==> src/rtl/hslp_pkg.sv <==
// Shared types and constants for the linear-probing hash set.
package hslp_pkg;

    localparam int unsigned KEY_W = 64;
    localparam int unsigned CFG_W = 4;

    // Fibonacci multiplier; only its low address bits ever reach the slot index.
    localparam logic [KEY_W-1:0] FIB_MULT = 64'h9E37_79B9_7F4A_7C15;

    localparam logic [CFG_W-1:0] SIZE_BITS_RST = 4'd12;

    localparam logic OP_INSERT = 1'b0;
    localparam logic OP_LOOKUP = 1'b1;

    typedef enum logic [2:0] {
        S_CLEAR,
        S_IDLE,
        S_MUL,
        S_HOME,
        S_CMP
    } t_state;

    // Outcome of comparing one slot against the key being probed.
    typedef struct packed {
        logic hit;
        logic empty;
    } t_cmp_res;

endpackage

==> src/rtl/hslp_hash.sv <==
// Registered multiplicative hash: low address bits of key times the golden-ratio constant.
module hslp_hash
    import hslp_pkg::*;
#(
    parameter int AW = 12
) (
    input  logic          i_clk,
    input  logic          i_en,
    input  logic [AW-1:0] i_key_lo,
    output logic [AW-1:0] o_hash
);

    // low AW bits of a product depend only on the low AW bits of each operand
    localparam logic [AW-1:0] MULT_LO = FIB_MULT[AW-1:0];

    logic [2*AW-1:0] prod;
    logic [AW-1:0]   r_hash;

    assign prod = {{AW{1'b0}}, i_key_lo} * {{AW{1'b0}}, MULT_LO};

    always_ff @(posedge i_clk) begin
        if (i_en) begin
            r_hash <= prod[AW-1:0];
        end
    end

    assign o_hash = r_hash;

endmodule

==> config.mk <==
export PLATFORM = sky130hd
export DESIGN_NAME = hslp_hash
export DESIGN_NICKNAME = d
export VERILOG_FILES = /design/src/rtl/hslp_pkg.sv /design/src/rtl/hslp_hash.sv
export SDC_FILE = /design/constraint.sdc
export NUM_CORES = 1
export LEC_CHECK = 0
export BUFFER_PORTS_ARGS = -buffer_cell sky130_fd_sc_hd__buf_2
export CORE_MARGIN = 2
export CORE_UTILIZATION = 50
export DETAILED_ROUTE_END_ITERATION = 7
export PLACE_DENSITY = 0.72
export SLEW_MARGIN = 20
export SYNTH_ARGS = -nofsm -noshare
export SYNTH_HDL_FRONTEND = slang
export SYNTH_SLANG_ARGS = --single-unit
==> constraint.sdc <==
create_clock -name i_clk -period 6.6 [get_ports i_clk]
set_clock_uncertainty 0.1 [all_clocks]
set_input_delay 1.32 -clock i_clk [delete_from_list [all_inputs] [get_ports i_clk]]
set_output_delay 1.32 -clock i_clk [all_outputs]
set_load 0.005 [all_outputs]
# Word level (Yosys, flattened, before mapping)
# Cells that the tools add are included.
[word_totals]
latch_bits = 0
mem_bits_rw = 0
inputBits = 14
romBits = 0
word_cells = 2
output_inout_bits = 12
reg_bits = 12
memories = 0
[classes]
n_mul = 1
n_div = 0
shifts = 0
n_reduce_logical = 0
add_sub_neg = 0
n_mux = 0
eq_ne = 0
bitwise_logic = 0
n_lt_le_gt_ge = 0
[op_table]
columns = ["op", "count"]
rows = [
  ["$mul A12 B11 Y12 const B", 1],
]

# Longest topological paths before layout
[depth]
ltp_word = 1
mapped_depth = 12
mapped_depth_nobuf = 12

# Worst setup path before layout
# No wires, ideal clock.
[synth_timing]
path_type = "input -> register"
startpoint = "input port i_key_lo[2]"
endpoint = "register r_hash[10], in the netlist o_hash[10] (data pin)"
slack_ps = 2517
arrival_ps = 3725
path_stages = 11
cell_sequence = "ha_1 ha_1 ha_1 ha_1 fa_1 ha_1 o21ai_0 a21boi_0 o21a_1 nor2_1 xnor2_1"
[synth_via]
elab_chain_len = 1
[synth_lines]
columns = ["element", "line", "text"]
rows = [
  ["from (decl)", "hslp_hash.sv:9", "input logic [AW-1:0] i_key_lo,"],
  ["$mul A12 B11 Y12", "hslp_hash.sv:19", "assign prod = {{AW{1'b0}}, i_key_lo} * {{AW{1'b0}}, MULT_LO};"],
  ["net prod[10]", "hslp_hash.sv:16", "logic [2*AW-1:0] prod;"],
  ["to (signal assigned)", "hslp_hash.sv:23", "r_hash <= prod[AW-1:0];"],
  ["to (decl)", "hslp_hash.sv:17", "logic [AW-1:0] r_hash;"],
]
# The timed path passes the listed nets, and every way through them passes these cells.
# A chain may end at the register's enable or synchronous reset.

# Worst setup path after layout
[layout_timing]
startpoint = "input port i_key_lo[1]"
endpoint = "register r_hash[10], in the netlist o_hash[10] (data pin)"
# Same word-level chain as after synthesis.

==> results.tsv <==
metric	value	unit
p_sw	0.120	mW
critPathSlowestCell	ha_1	
final_common_cell	ha_1	
maxCapViolCount	0	
ys.flop_type	edfxtp_1	
dr.pass1.iters	3	
cpLargestDelayFamily	adder cells	
seq_area	360	um2
rows	17	
power_density	250	mW/mm2
clkTransAtPathRegs	0.08	ns
status	completed	
tightest_slew	0.305	ns
grtUsageTotal	17.2	%
slowest_delay	0.34	ns
drt_first_iter_violations	9	
multi_input_area	785	um2
max_freq	0.242	GHz
core	0.00225	mm2
rsz0062_at_grt	false	
slew_viol_final	0	
fill_cells	197	
startpoint_type	input port	
wirelength	1960	um
relSlewSlack	79.5	%
final_nets	189	
clockBufferDepth	2	
holdPathStages	1	
syn_nets	159	
ioPinCount	26	
syn_area	0.00122	mm2
die_w	53.3	um
setup_viol_count_final	0	
p_int	0.231	mW
critPathMaxFanout	3	
hold_buffers	0	
clock_sinks	12	
antenna_cells	0	
grt_pass1_wl	3470	um
peakVddDrop	0.136	mV
vias_per_cell	4.95	
ys.warnings.count	0	
clk_root_buffer_cell	clkbuf_4	
comb_power_share	52.4	%
setup-tns-final	0	ns
synth.distinct_cells	18	
gp_congestion	0.748	
swShare	34.2	%
grt_max_degree	13	
fin_crit_sh	62.7	%
place_area	0.00138	mm2
synth_cells	104	
path_class	input port to flop	
period_needed	4.14	ns
tritoncts	yes	
gr-total-overflow	0	
power_frac_clock	13.2	%
crit_cells	13	
die_area	0.00284	mm2
port_buffers	25	
vias	797	
cp_cell_sequence	buf_2, ha_1, ha_1, ha_1, ha_1, ha_1, ha_1, nor2b_1, o21ai_0, a21boi_0, o21a_1, nor2_1, xnor2_1	
area_growth	15.3	%
initial_core_util	53.9	%
cp_data_arrival_time	4.07	ns
stdcell_area	0.00140	mm2
hold_path_class	input port to flop	
synth.avg_cell_area	11.7	um2
p_seq_share	34.5	%
hold_violations	0	
synthArstFlopShare	0	%
ctsResizeCount	0	
cpMostUsedCell	ha_1	
path_buf_inv	1	
antenna_found_initial	0	
ys_ff_latch	12	
layout_common_cells	36 x ha_1, 25 x buf_2, 19 x inv_1	
endpoint_kind	flop	
synth-edff-count	12	
wl_per_cell	12.1	um
p_leak	0.709	nW
required	6.53	ns
drive_gt1_share	22.6	%
cts_setup_buffers	0	
numCtsBuffers	3	
largest_reg_flops	12	
htreeDepth	1	
drcViolationCount	0	
ys_seq_area_share	29.6	%
postRouteAntennaNets	0	
dp_hpwl	1830	um
die_h	53.3	um
grt_pass1_vias	834	
[area by class of cell]
class | count | area share, %
clock buffers | 3 | 1.61
clock inverters | 1 | 0.268
inverters | 19 | 5.08
multi-input cells | 73 | 55.9
flip-flops and latches | 12 | 25.7
well taps | 28 | 2.50
repair buffers | 25 | 8.92
[path summary, 6_finish.rpt]
check   startpoint                    to  slack, ns
max    i_key_lo[1]  o_hash[10]$_DFFE_PP_       2.46
min    i_key_lo[1]   o_hash[1]$_DFFE_PP_       1.19
[cells in the mapped netlist (2+ instances only)]
master / instances / area [um2]
ha_1: 36 / 450
inv_1: 19 / 71.3
xnor2_1: 14 / 123
edfxtp_1: 12 / 360
fa_1: 5 / 100
nor2_1: 5 / 18.8
nand2_1: 2 / 7.51
[power by group through the flow]
stage	clock network, mW	registers [mW]	logic, mW
floorplan	0	0.128	0.127
global placement	0	0.123	0.178
detailed placement	0	0.123	0.186
CTS	0.0472	0.121	0.188
global route	0.0518	0.124	0.212
finish	0.0461	0.121	0.184
[cell families (layout without fill, tap and decap cells)]
family	after synthesis	count (layout)	synth area share, %
fa+ha+maj	41	41	45.3
buf+inv	19	48	5.86
xor+xnor	15	15	10.8
flops	12	12	29.6
simple gates	10	10	3.70
compound gates	7	7	4.73
[per-layer routing]
layer | vias to the layer above | track usage (%) | part of all wire [%]
met4 | 0 | 3.85 | 0.92
met3 | 2 | 2.54 | 4.2
met1 | 362 | 20.7 | 45
met2 | 22 | 31.7 | 50
li1 | 411 | - | -
met5 | - | 0 | 0
[through the flow]
stage	instances	hold WS, ns	util [%]	worst slack, ns	power (mW)
after floorplan	104	1.32	-	2.52	0.255
after global placement	157	1.46	61.0	2.27	0.301
after detailed placement	157	1.46	61.0	2.17	0.309
after CTS	161	1.19	62.2	2.45	0.356
after global routing	161	1.17	62.2	2.25	0.388
final	161	1.19	62.2	2.46	0.351
Power figures use the tool's default switching activity.
