### config.mk
export PLATFORM = sky130hd
export DESIGN_NAME = hslp_cmp
export DESIGN_NICKNAME = d
export VERILOG_FILES = /design/src/rtl/hslp_pkg.sv /design/src/rtl/hslp_cmp.sv
export SDC_FILE = /design/constraint.sdc
export NUM_CORES = 1
export LEC_CHECK = 0
export BUFFER_PORTS_ARGS = -buffer_cell sky130_fd_sc_hd__buf_2
export CAP_MARGIN = 10
export CORE_MARGIN = 2
export CORE_UTILIZATION = 25
export DETAILED_ROUTE_END_ITERATION = 12
export PLACE_DENSITY = 0.72
export RECOVER_POWER = 50
export SETUP_SLACK_MARGIN = 0.15
export SLEW_MARGIN = 0
export SYNTH_ARGS = -nofsm -noshare
export SYNTH_HDL_FRONTEND = slang
export SYNTH_SLANG_ARGS = --single-unit
### constraint.sdc
create_clock -name vclk -period 4.4
set_input_delay 1.32 -clock vclk [all_inputs]
set_output_delay 1.32 -clock vclk [all_outputs]
set_load 0.02 [all_outputs]
### src/rtl/hslp_pkg.sv
// Shared types and constants for the linear-probing hash set.
package hslp_pkg;

    localparam int unsigned KEY_W = 64;
    localparam int unsigned CFG_W = 4;

    // Fibonacci multiplier; only its low address bits ever reach the slot index.
    localparam logic [KEY_W-1:0] FIB_MULT = 64'h9E37_79B9_7F4A_7C15;

    localparam logic [CFG_W-1:0] SIZE_BITS_RST = 4'd12;

    localparam logic OP_INSERT = 1'b0;
    localparam logic OP_LOOKUP = 1'b1;

    typedef enum logic [2:0] {
        S_CLEAR,
        S_IDLE,
        S_MUL,
        S_HOME,
        S_CMP
    } t_state;

    // Outcome of comparing one slot against the key being probed.
    typedef struct packed {
        logic hit;
        logic empty;
    } t_cmp_res;

endpackage

### src/rtl/hslp_cmp.sv
// Slot compare unit: key match and empty-slot test, shared by every probe.
module hslp_cmp
    import hslp_pkg::*;
(
    input  logic [KEY_W-1:0] i_slot,
    input  logic [KEY_W-1:0] i_key,
    output t_cmp_res         o_res
);

    always_comb begin
        o_res.hit   = (i_slot == i_key);
        o_res.empty = (i_slot == '0);
    end

endmodule

After elaboration in Yosys (flattened, before gate mapping)
Index checks and enable logic that the tools add are counted.
W data, S select, Z words.

word-level totals
  bits in registers = 0
  latch bits = 0
  memory bits (writable) = 0
  bits in read-only memories = 0
  input bits = 128
  output and inout port bits = 2
  word-level logic and storage cells = 2
  memories kept = 0

cells by class
  add/sub/neg operators = 0
  $mul = 0
  div/mod/pow operators = 0
  magnitude comparators = 0
  equality and inequality tests = 1
  shifts and indexed selects = 0
  multiplexer cells = 0
  bitwise logic cells = 0
  reductions and logical operators = 1

operator list
  operator           number
  $eq A64 B64 Y1     1
  $logic_not A64 Y1  1

Longest topological paths before layout
Gate-level depths: netlist of run 1.

  depth in word-level cells = 1
  depth in mapped cells = 4

Worst setup path after synthesis of run 1
Ideal clock, no wire load.

  path type = input port to output port
  start = input i_slot[2]
  end = output o_res[0] (netlist bit)
  data arrival time = 2.418 ns
  required time = 3.080 ns
  path slack = 0.662 ns
  cell stages on the path = 3
  buffers on the path = 0
  cell sequence = nor4_1 > nand4_1 > nor4_1

RTL lines
  item             RTL line       text
  start, declared  hslp_cmp.sv:5  input logic [KEY_W-1:0] i_slot,
  end, declared    hslp_cmp.sv:7  output t_cmp_res o_res

==> key figures, run 1 <==
Run status
  – Status: finished clean

Pwr
  – VDD IR max: 0.03813 mV
  – Power Total: 0.1269 mW
  – PD cells: 82.72 nW/µm²
  – Pleak: 0.8005 nW

Yosys
  – Count of cell types in the netlist: 4
  – Area leader, netlist: xor2_1
  – Synthesized cell area: 829.5 µm²
  – Proportion of synthesized area in mux cells: 0
  – Yosys warns: 0
  – Top post-synthesis cells by count: xor2_1 (64), nor4_1 (33), nand4_1 (8)
  – Largest family of logic cells by synthesized area: XOR/XNOR gates
  – Syn avg cell area: 7.826 µm²
  – Compound-Gate Fraction of Synth Area: 0
  – Syn nets: 234
  – Register area share after synthesis: 0
  – Area share of fa/ha/maj cells after synthesis: 0
  – Fraction of the mapped netlist area in simple logic gates: 0.3243
  – Synth top area share: 0.6757
  – Most numerous cell in the Yosys netlist: xor2_1
  – Syn Inst Count: 106
  – Post-synthesis xor/xnor area fraction: 0.6757
  – Synth area leaders: xor2_1 (68%), nor4_1 (25%), nand4_1 (6.0%), nor4_2 (1.5%)

Cells and area
  – Clock buffers: 0
  – Final nets: 366
  – Share of layout cells above drive strength 1: 0.5508
  – FFs & Latches: 0
  – Fillers: 370
  – Sequential cell area: 0 µm²
  – Antenna fix cells: 0
  – Area Growth Syn to Fin: 84.92%
  – End-of-flow core utilization: 0.4944
  – Multi-input gate area: 829.5 µm²

GRT
  – Vias in the first global route: 1323
  – First-pass GRT wire length: 5533 µm
  – Tot GR Track Use: 0.1966
  – Initial antenna violation count: 0
  – Largest net degree at the start of global routing: 3
  – Remaining Overflow, GRT: 0

Route
  – Pre-Repair DR Iteration Count: 3
  – Final ANT Viol Nets: 0
  – Number of vias per cell: 4.725
  – # DRC: 0
  – Wire per inst: 13.88 µm
  – Initial DRC count: 11
  – Final wirelength: 3885 µm
  – Via count: 1323

Critical path
  – CP Data Required Time: 3.08 ns
  – WP data arrival: 2.60 ns
  – Maximum fanout along the worst path: 1
  – Crit. End Element: output port
  – CP Class: input pin to output port
  – Startpoint Class: input pin

Hold path
  – Hold path depth: 5
  – Worst min path class: input pin to output port

STA
  – Slew Limit Fails: 0
  – Setup TNS: 0 ns
  – Setup WS post-layout: 0.4814 ns
  – Hold WS: 3.060 ns
  – Tmin final: 3.919 ns
  – Least-Margin Pin Slew: 0.4231 ns
  – Fmax: 255.2 MHz
  – Final hold viol count: 0
  – Finish-stage setup viols: 0
  – Max-slew headroom: 0.7154
  – RSZ-0062 raised after global routing: no
  – Crit share post-route: 0.8906

Run
  – Max_cap viols: 0

Floorplanning
  – DIE HEIGHT: 61.61 µm
  – Core area: 3103 µm²
  – Num ports: 130
  – Starting Density: 0.2673
  – Chip Width: 61.61 µm
  – Die area: 3795 µm²
  – Std-Cell Rows: 20

Clock network
  – Hold Buf Count CTS: 0
  – Post_cts resized: 0
  – Post-CTS Setup Inserts: 0

Place
  – RePlAce Congestion: 0.8181
  – Port Buffers: 130
  – Worst slack, placed: 0.4516 ns
  – Estimated wirelength of the detail-placed design: 3724 µm
[stage by stage]
step                      cell area (µm²)  instances
after global placement               1535        280
after detailed placement             1535        280
final                                1534        280
after CTS                            1535        280
after global routing                 1534        280
after floorplan                     829.5        106
[final cells by class]
type	instances	area share
Multi-Input combinational cell	106	0.5408
Timing Repair Buffer	130	0.4233
Tap cell	44	0.03589
[final timing paths]
kind / slack (ns) / start / end
worst min-delay path: 3.06 / i_slot[61] / o_res[0]
worst max-delay path: 0.48 / i_key[46] / o_res[1]
[critical path, stage by stage]
cell and delay [ns]:
buf_2 0.10, xor2_1 0.15, nor4_1 0.42, nand4_1 0.18, nor4_2 0.22, buf_2 0.21
[layout by cell type (no fill, tap or decap)]
master / count
buf_2: 129
xor2_1: 64
nor4_1: 33
nand4_1: 8
nor4_2: 1
clkbuf_1: 1
[power by group]
group	total (mW)	internal, mW	switching (mW)
sequential	0	0	0
combinational	0.127	0.0688	0.0581
clock	0	0	0
total	0.127	0.0688	0.0581
[per-layer routing]
layer,wire length (µm),track usage,vias up
met4,0,0.006079,0
met1,1495,0.2286,587
met2,2028,0.4030,71
met3,362,0.01471,0
met5,0,0,-
li1,-,-,665
[kinds of logic (layout without fill, tap and decap cells)]
family	after synthesis	in the layout
XOR/XNOR	64	64
buffers and inverters	0	130
AND/OR/NAND/NOR	42	42
Power figures use the tool's default switching activity.
==> run 2: changes to the inputs <==
--- a/config.mk
+++ b/config.mk
@@ -7,11 +7,14 @@
 export LEC_CHECK = 0
 export BUFFER_PORTS_ARGS = -buffer_cell sky130_fd_sc_hd__buf_2
 export CAP_MARGIN = 10
+export CELL_PAD_IN_SITES_DETAIL_PLACEMENT = 1
+export CELL_PAD_IN_SITES_GLOBAL_PLACEMENT = 1
 export CORE_MARGIN = 2
-export CORE_UTILIZATION = 25
+export CORE_UTILIZATION = 19
 export DETAILED_ROUTE_END_ITERATION = 12
-export PLACE_DENSITY = 0.72
+export PLACE_DENSITY_LB_ADDON = 0.1
 export RECOVER_POWER = 50
+export REMOVE_ABC_BUFFERS = 1
 export SETUP_SLACK_MARGIN = 0.15
 export SLEW_MARGIN = 0
 export SYNTH_ARGS = -nofsm -noshare
==> run 2 against run 1 <==
Compared with the run above: flip-flop and latch count did not move; cell area is 0.65% higher; non-clock buffer count unchanged; total power is 0.26% higher; critical path depth unchanged; core utilization shrank 13 points; fmax is 0.24% lower; first-iteration DRC count grew 27%; via count increased by 0.60%; critical endpoint unchanged; largest cell class unchanged.
==> key figures, run 2 (same netlist as run 1, synthesis figures left out) <==
Run status
  – Status: finished clean

Cells and area
  – Commonest cells after routing, fill and taps aside: buf_2 (129), xor2_1 (64), nor4_1 (33)
  – Share of layout cells above drive strength 1: 0.5508 (unchanged)
  – Most common library cell in the layout ignoring fill and taps: buf_2
  – Area Growth Syn to Fin: 86.12%
  – Multi-input gate area: 829.5 µm² (unchanged)
  – Fillers: 582 (+57%)
  – Finished Layout Cells: 288 (+2.9%)
  – Sequential cell area: 0 µm² (unchanged)
  – Final nets: 366 (unchanged)
  – Antenna fix cells: 0 (unchanged)
  – Clock buffers: 0 (unchanged)
  – FFs & Latches: 0 (unchanged)

Floorplanning
  – Num ports: 130 (unchanged)
  – Starting Density: 0.1945 (-0.07280)
  – DIE HEIGHT: 70.08 µm (+14%)
  – Core area: 4264 µm² (+37%)
  – Die area: 4911 µm² (+29%)
  – Std-Cell Rows: 24 (+20%)
  – Chip Width: 70.08 µm (+14%)

Run
  – Max_cap viols: 0 (unchanged)

Route
  – Initial DRC count: 14 (+3)
  – Final ANT Viol Nets: 0 (unchanged)
  – # DRC: 0 (unchanged)
  – Number of vias per cell: 4.622 (-2.2%)
  – Via count: 1331 (+0.60%)
  – Pre-Repair DR Iteration Count: 4 (+1)
  – Wire per inst: 14.78 µm (+6.5%)
  – Final wirelength: 4256 µm (+9.5%)

GRT
  – Met3 Usage GRT: 0.01587 (+0.001167)
  – GR Util met2: 0.3280 (-0.07497)
  – Tot GR Track Use: 0.1691 (-0.02753)
  – First-pass GRT wire length: 6720 µm (+21%)
  – Global route hottest layer: met2
  – GR Util met1: 0.2127 (-0.01590)
  – Remaining Overflow, GRT: 0 (unchanged)
  – Largest net degree at the start of global routing: 3 (unchanged)
  – Vias in the first global route: 1470 (+11%)
  – Initial antenna violation count: 0 (unchanged)

Critical path
  – Crit-path slowest cell: nor4_1
  – CP Data Required Time: 3.08 ns (about the same)
  – Startpoint Class: input pin
  – Buf/Inv on CP: 2 (unchanged)
  – WP data arrival: 2.61 ns (about the same)
  – CP max stage delay: 0.40 ns (-0.02 ns)
  – CP Class: input pin to output port
  – Crit. End Element: output port
  – CP most frequent cell: buf_2
  – Maximum fanout along the worst path: 1 (unchanged)
  – Cells along the critical path: buf_2 -> xor2_1 -> nor4_1 -> nand4_1 -> nor4_2 -> buf_2
  – Crit path max-delay family: simple AND/OR/NAND/NOR gates

Place
  – RePlAce Congestion: 0.9002 (+10%)
  – Worst slack, placed: 0.4248 ns (-0.02680 ns)
  – Estimated wirelength of the detail-placed design: 4188 µm (+12%)
  – Placed cells: 288 (+2.9%)
  – Port Buffers: 130 (unchanged)

STA
  – Max-slew headroom: 0.7400 (+0.02462)
  – Crit share post-route: 0.8928 (+0.002187)
  – Finish-stage setup viols: 0 (unchanged)
  – Fmax: 254.6 MHz (-0.24%)
  – Least-Margin Pin Slew: 0.3865 ns (-0.03659 ns)
  – Tmin final: 3.928 ns (+0.009621 ns)
  – Final hold viol count: 0 (unchanged)
  – Setup WS post-layout: 0.4717 ns (-0.009621 ns)
  – RSZ-0062 raised after global routing: no
  – Slew Limit Fails: 0 (unchanged)
  – Hold WS: 3.060 ns (-0.0006400 ns)
  – Setup TNS: 0 ns (unchanged)

Pwr
  – VDD IR max: 0.02297 mV (-40%)
  – Pleak: 0.8005 nW (unchanged)
  – PD cells: 82.40 nW/µm² (-0.39%)

Hold path
  – Worst min path class: input pin to output port

Clock network
  – Hold Buf Count CTS: 0 (unchanged)
  – Post-CTS Setup Inserts: 0 (unchanged)
  – Post_cts resized: 0 (unchanged)
==> run 2: report_power, final <==
part	total, mW	leakage [nW]	switching [mW]	internal [mW]
Sequential	0	0	0	0
Clock	0	0	0	0
Combinational	0.127	0.800	0.0584	0.0688
Total	0.127	0.800	0.0584	0.0688
==> run 2: path summary, 6_finish.rpt <==
| path | from | end | slack [ns] | cells after the start |
|---|---|---|---|---|
| worst max-delay path | i_key[46] | o_res[1] | 0.47 | 6 |
| worst min-delay path | i_slot[6] | o_res[0] | 3.06 | 5 |
==> run 2: layer usage <==
metal	routed length, µm	part of all wire
met2	2197	0.52
met5	0	0
met1	1733	0.41
met3	325	0.076
met4	0	0
==> run 2: per-stage QoR <==
stage | total power, mW | utilization | area [µm²]
global placement | 0.1290 | 0.3624 | 1545
CTS | 0.1304 | 0.3624 | 1545
detailed placement | 0.1297 | 0.3624 | 1545
finish | 0.1272 | 0.3621 | 1544
global route | 0.1418 | 0.3621 | 1544
floorplan | 0.04382 | - | 829.5
==> run 2: worst min-delay path, stage by stage <==
cell,delay (ns)
buf_2,0.10
nor4_1,0.05
nand4_1,0.06
nor4_1,0.05
clkbuf_1,0.16
==> run 2: area by class of cell <==
class	count	share of cell area
Multi-Input combinational cell	106	0.5373
Tap cell	52	0.04214
Timing Repair Buffer	130	0.4206
==> run 3: changes to the inputs <==
--- a/config.mk
+++ b/config.mk
@@ -13,7 +13,6 @@
 export CORE_UTILIZATION = 19
 export DETAILED_ROUTE_END_ITERATION = 12
 export PLACE_DENSITY_LB_ADDON = 0.1
-export RECOVER_POWER = 50
 export REMOVE_ABC_BUFFERS = 1
 export SETUP_SLACK_MARGIN = 0.15
 export SLEW_MARGIN = 0
==> run 3 against run 2 <==
Compared with the run above: wire length about the same; non-clock buffer count unchanged; global-route usage unchanged; worst setup slack unchanged; critical path type unchanged; critical endpoint unchanged; largest cell class unchanged.
==> key figures, run 3 (same netlist as run 1, synthesis figures left out) <==
Run status
  – Status: finished clean

STA
  – Slew Limit Fails: 0 (unchanged)
  – Hold WS: 3.046 ns (-0.01315 ns)
  – Setup WS post-layout: 0.4717 ns (unchanged)
  – Finish-stage setup viols: 0 (unchanged)
  – Crit share post-route: 0.8928 (unchanged)
  – RSZ-0062 raised after global routing: no
  – Tmin final: 3.928 ns (unchanged)
  – Least-Margin Pin Slew: 0.3865 ns (unchanged)
  – Max-slew headroom: 0.7400 (unchanged)
  – Fmax: 254.6 MHz (unchanged)
  – Setup TNS: 0 ns (unchanged)
  – Final hold viol count: 0 (unchanged)

GRT
  – Tot GR Track Use: 0.1691 (unchanged)
  – Vias in the first global route: 1470 (unchanged)
  – Remaining Overflow, GRT: 0 (unchanged)
  – Initial antenna violation count: 0 (unchanged)
  – First-pass GRT wire length: 6720 µm (unchanged)
  – Largest net degree at the start of global routing: 3 (unchanged)

Pwr
  – PD cells: 82.33 nW/µm² (about the same)
  – VDD IR max: 0.02297 mV (unchanged)
  – Pleak: 0.8049 nW (+0.55%)
  – Power Total: 0.1272 mW (about the same)

Critical path
  – WP data arrival: 2.61 ns (about the same)
  – Cells along the critical path: buf_2 -> xor2_1 -> nor4_1 -> nand4_1 -> nor4_2 -> buf_2
  – Crit-path slowest cell: nor4_1
  – CP most frequent cell: buf_2
  – CP max stage delay: 0.40 ns (about the same)
  – CP Class: input pin to output port
  – CP Data Required Time: 3.08 ns (about the same)
  – Crit. End Element: output port
  – Startpoint Class: input pin
  – Maximum fanout along the worst path: 1 (unchanged)

Floorplanning
  – Starting Density: 0.1945 (unchanged)
  – Num ports: 130 (unchanged)
  – Core area: 4264 µm² (unchanged)
  – Die area: 4911 µm² (unchanged)
  – DIE HEIGHT: 70.08 µm (unchanged)
  – Std-Cell Rows: 24 (unchanged)
  – Chip Width: 70.08 µm (unchanged)

Place
  – Placement Cell Area: 1545 µm² (unchanged)
  – Estimated wirelength of the detail-placed design: 4188 µm (unchanged)
  – Placed cells: 288 (unchanged)
  – Worst slack, placed: 0.4248 ns (unchanged)
  – Port Buffers: 130 (unchanged)
  – RePlAce Congestion: 0.9002 (unchanged)

Route
  – Initial DRC count: 14 (unchanged)
  – Pre-Repair DR Iteration Count: 4 (unchanged)
  – Number of vias per cell: 4.622 (unchanged)
  – Top Metal Used: met3
  – Met2 wire len: 2197 µm (unchanged)
  – Via count: 1331 (unchanged)
  – Met1 wire length: 1735 µm (+0.12%)
  – DR WL met3: 325 µm (unchanged)
  – Wire per inst: 14.79 µm (about the same)
  – # DRC: 0 (unchanged)
  – Final wirelength: 4259 µm (about the same)
  – Final ANT Viol Nets: 0 (unchanged)

Cells and area
  – Commonest cells after routing, fill and taps aside: buf_2 (130), xor2_1 (64), nor4_1 (33)
  – Cell area after layout: 1545 µm² (about the same)
  – Finished Layout Cells: 288 (unchanged)
  – Sequential cell area: 0 µm² (unchanged)
  – End-of-flow core utilization: 0.3624 (about the same)
  – Final nets: 366 (unchanged)
  – Most common library cell in the layout ignoring fill and taps: buf_2
  – Clock buffers: 0 (unchanged)
  – Antenna fix cells: 0 (unchanged)
  – FFs & Latches: 0 (unchanged)
  – Area Growth Syn to Fin: 86.27% (about the same)
  – Share of layout cells above drive strength 1: 0.5551 (+0.004237)

Hold path
  – Worst min path class: input pin to output port
  – Hold_sp: i_slot[6]
  – End of the worst hold path: o_res[0]
  – Hold path depth: 5 (unchanged)

Clock network
  – Post-CTS Setup Inserts: 0 (unchanged)
  – Hold Buf Count CTS: 0 (unchanged)
  – Post_cts resized: 0 (unchanged)

Run
  – Max_cap viols: 0 (unchanged)
==> run 3: cell types whose count changed in the layout (fill, tap and decap cells not counted) <==
cell | before | now
buf_2 | 129 | 130
clkbuf_1 | 1 | 0
==> run 3: layer usage <==
layer / vias up / global-route usage
li1: 668 / -
met1: 592 / 0.2127
met2: 71 / 0.3280
met3: 0 / 0.01587
met4: 0 / 0
met5: - / 0
==> run 3: area by class of cell <==
type	instances	area [µm²]
timing repair buffer	130	650.6
multi-input combinational	106	829.5
tap	52	65.06
fill	581	2719
==> run 3: worst max-delay path by stage <==
stage	slack [ns]	startpoint	end	cells past startpoint
2_1_floorplan	0.66	i_slot[2]	o_res[0]	3
3_3_place_gp	0.44	i_key[3]	o_res[1]	6
3_5_place_dp	0.42	i_slot[61]	o_res[1]	6
4_1_cts	0.42	i_key[53]	o_res[1]	6
5_1_grt	0.29	i_slot[3]	o_res[1]	6
6_report	0.47	i_key[46]	o_res[1]	6
==> run 3: power breakdown <==
part / internal (mW) / switching [mW] / total (mW)
Combinational: 0.0688 / 0.0584 / 0.127
Sequential: 0 / 0 / 0
Clock: 0 / 0 / 0
==> run 3: worst max-delay path: cells and delay by family <==
family / cells / cell delay (ns)
XOR/XNOR: 1 / 0.16
buffers and inverters: 2 / 0.31
AND/OR/NAND/NOR: 3 / 0.81
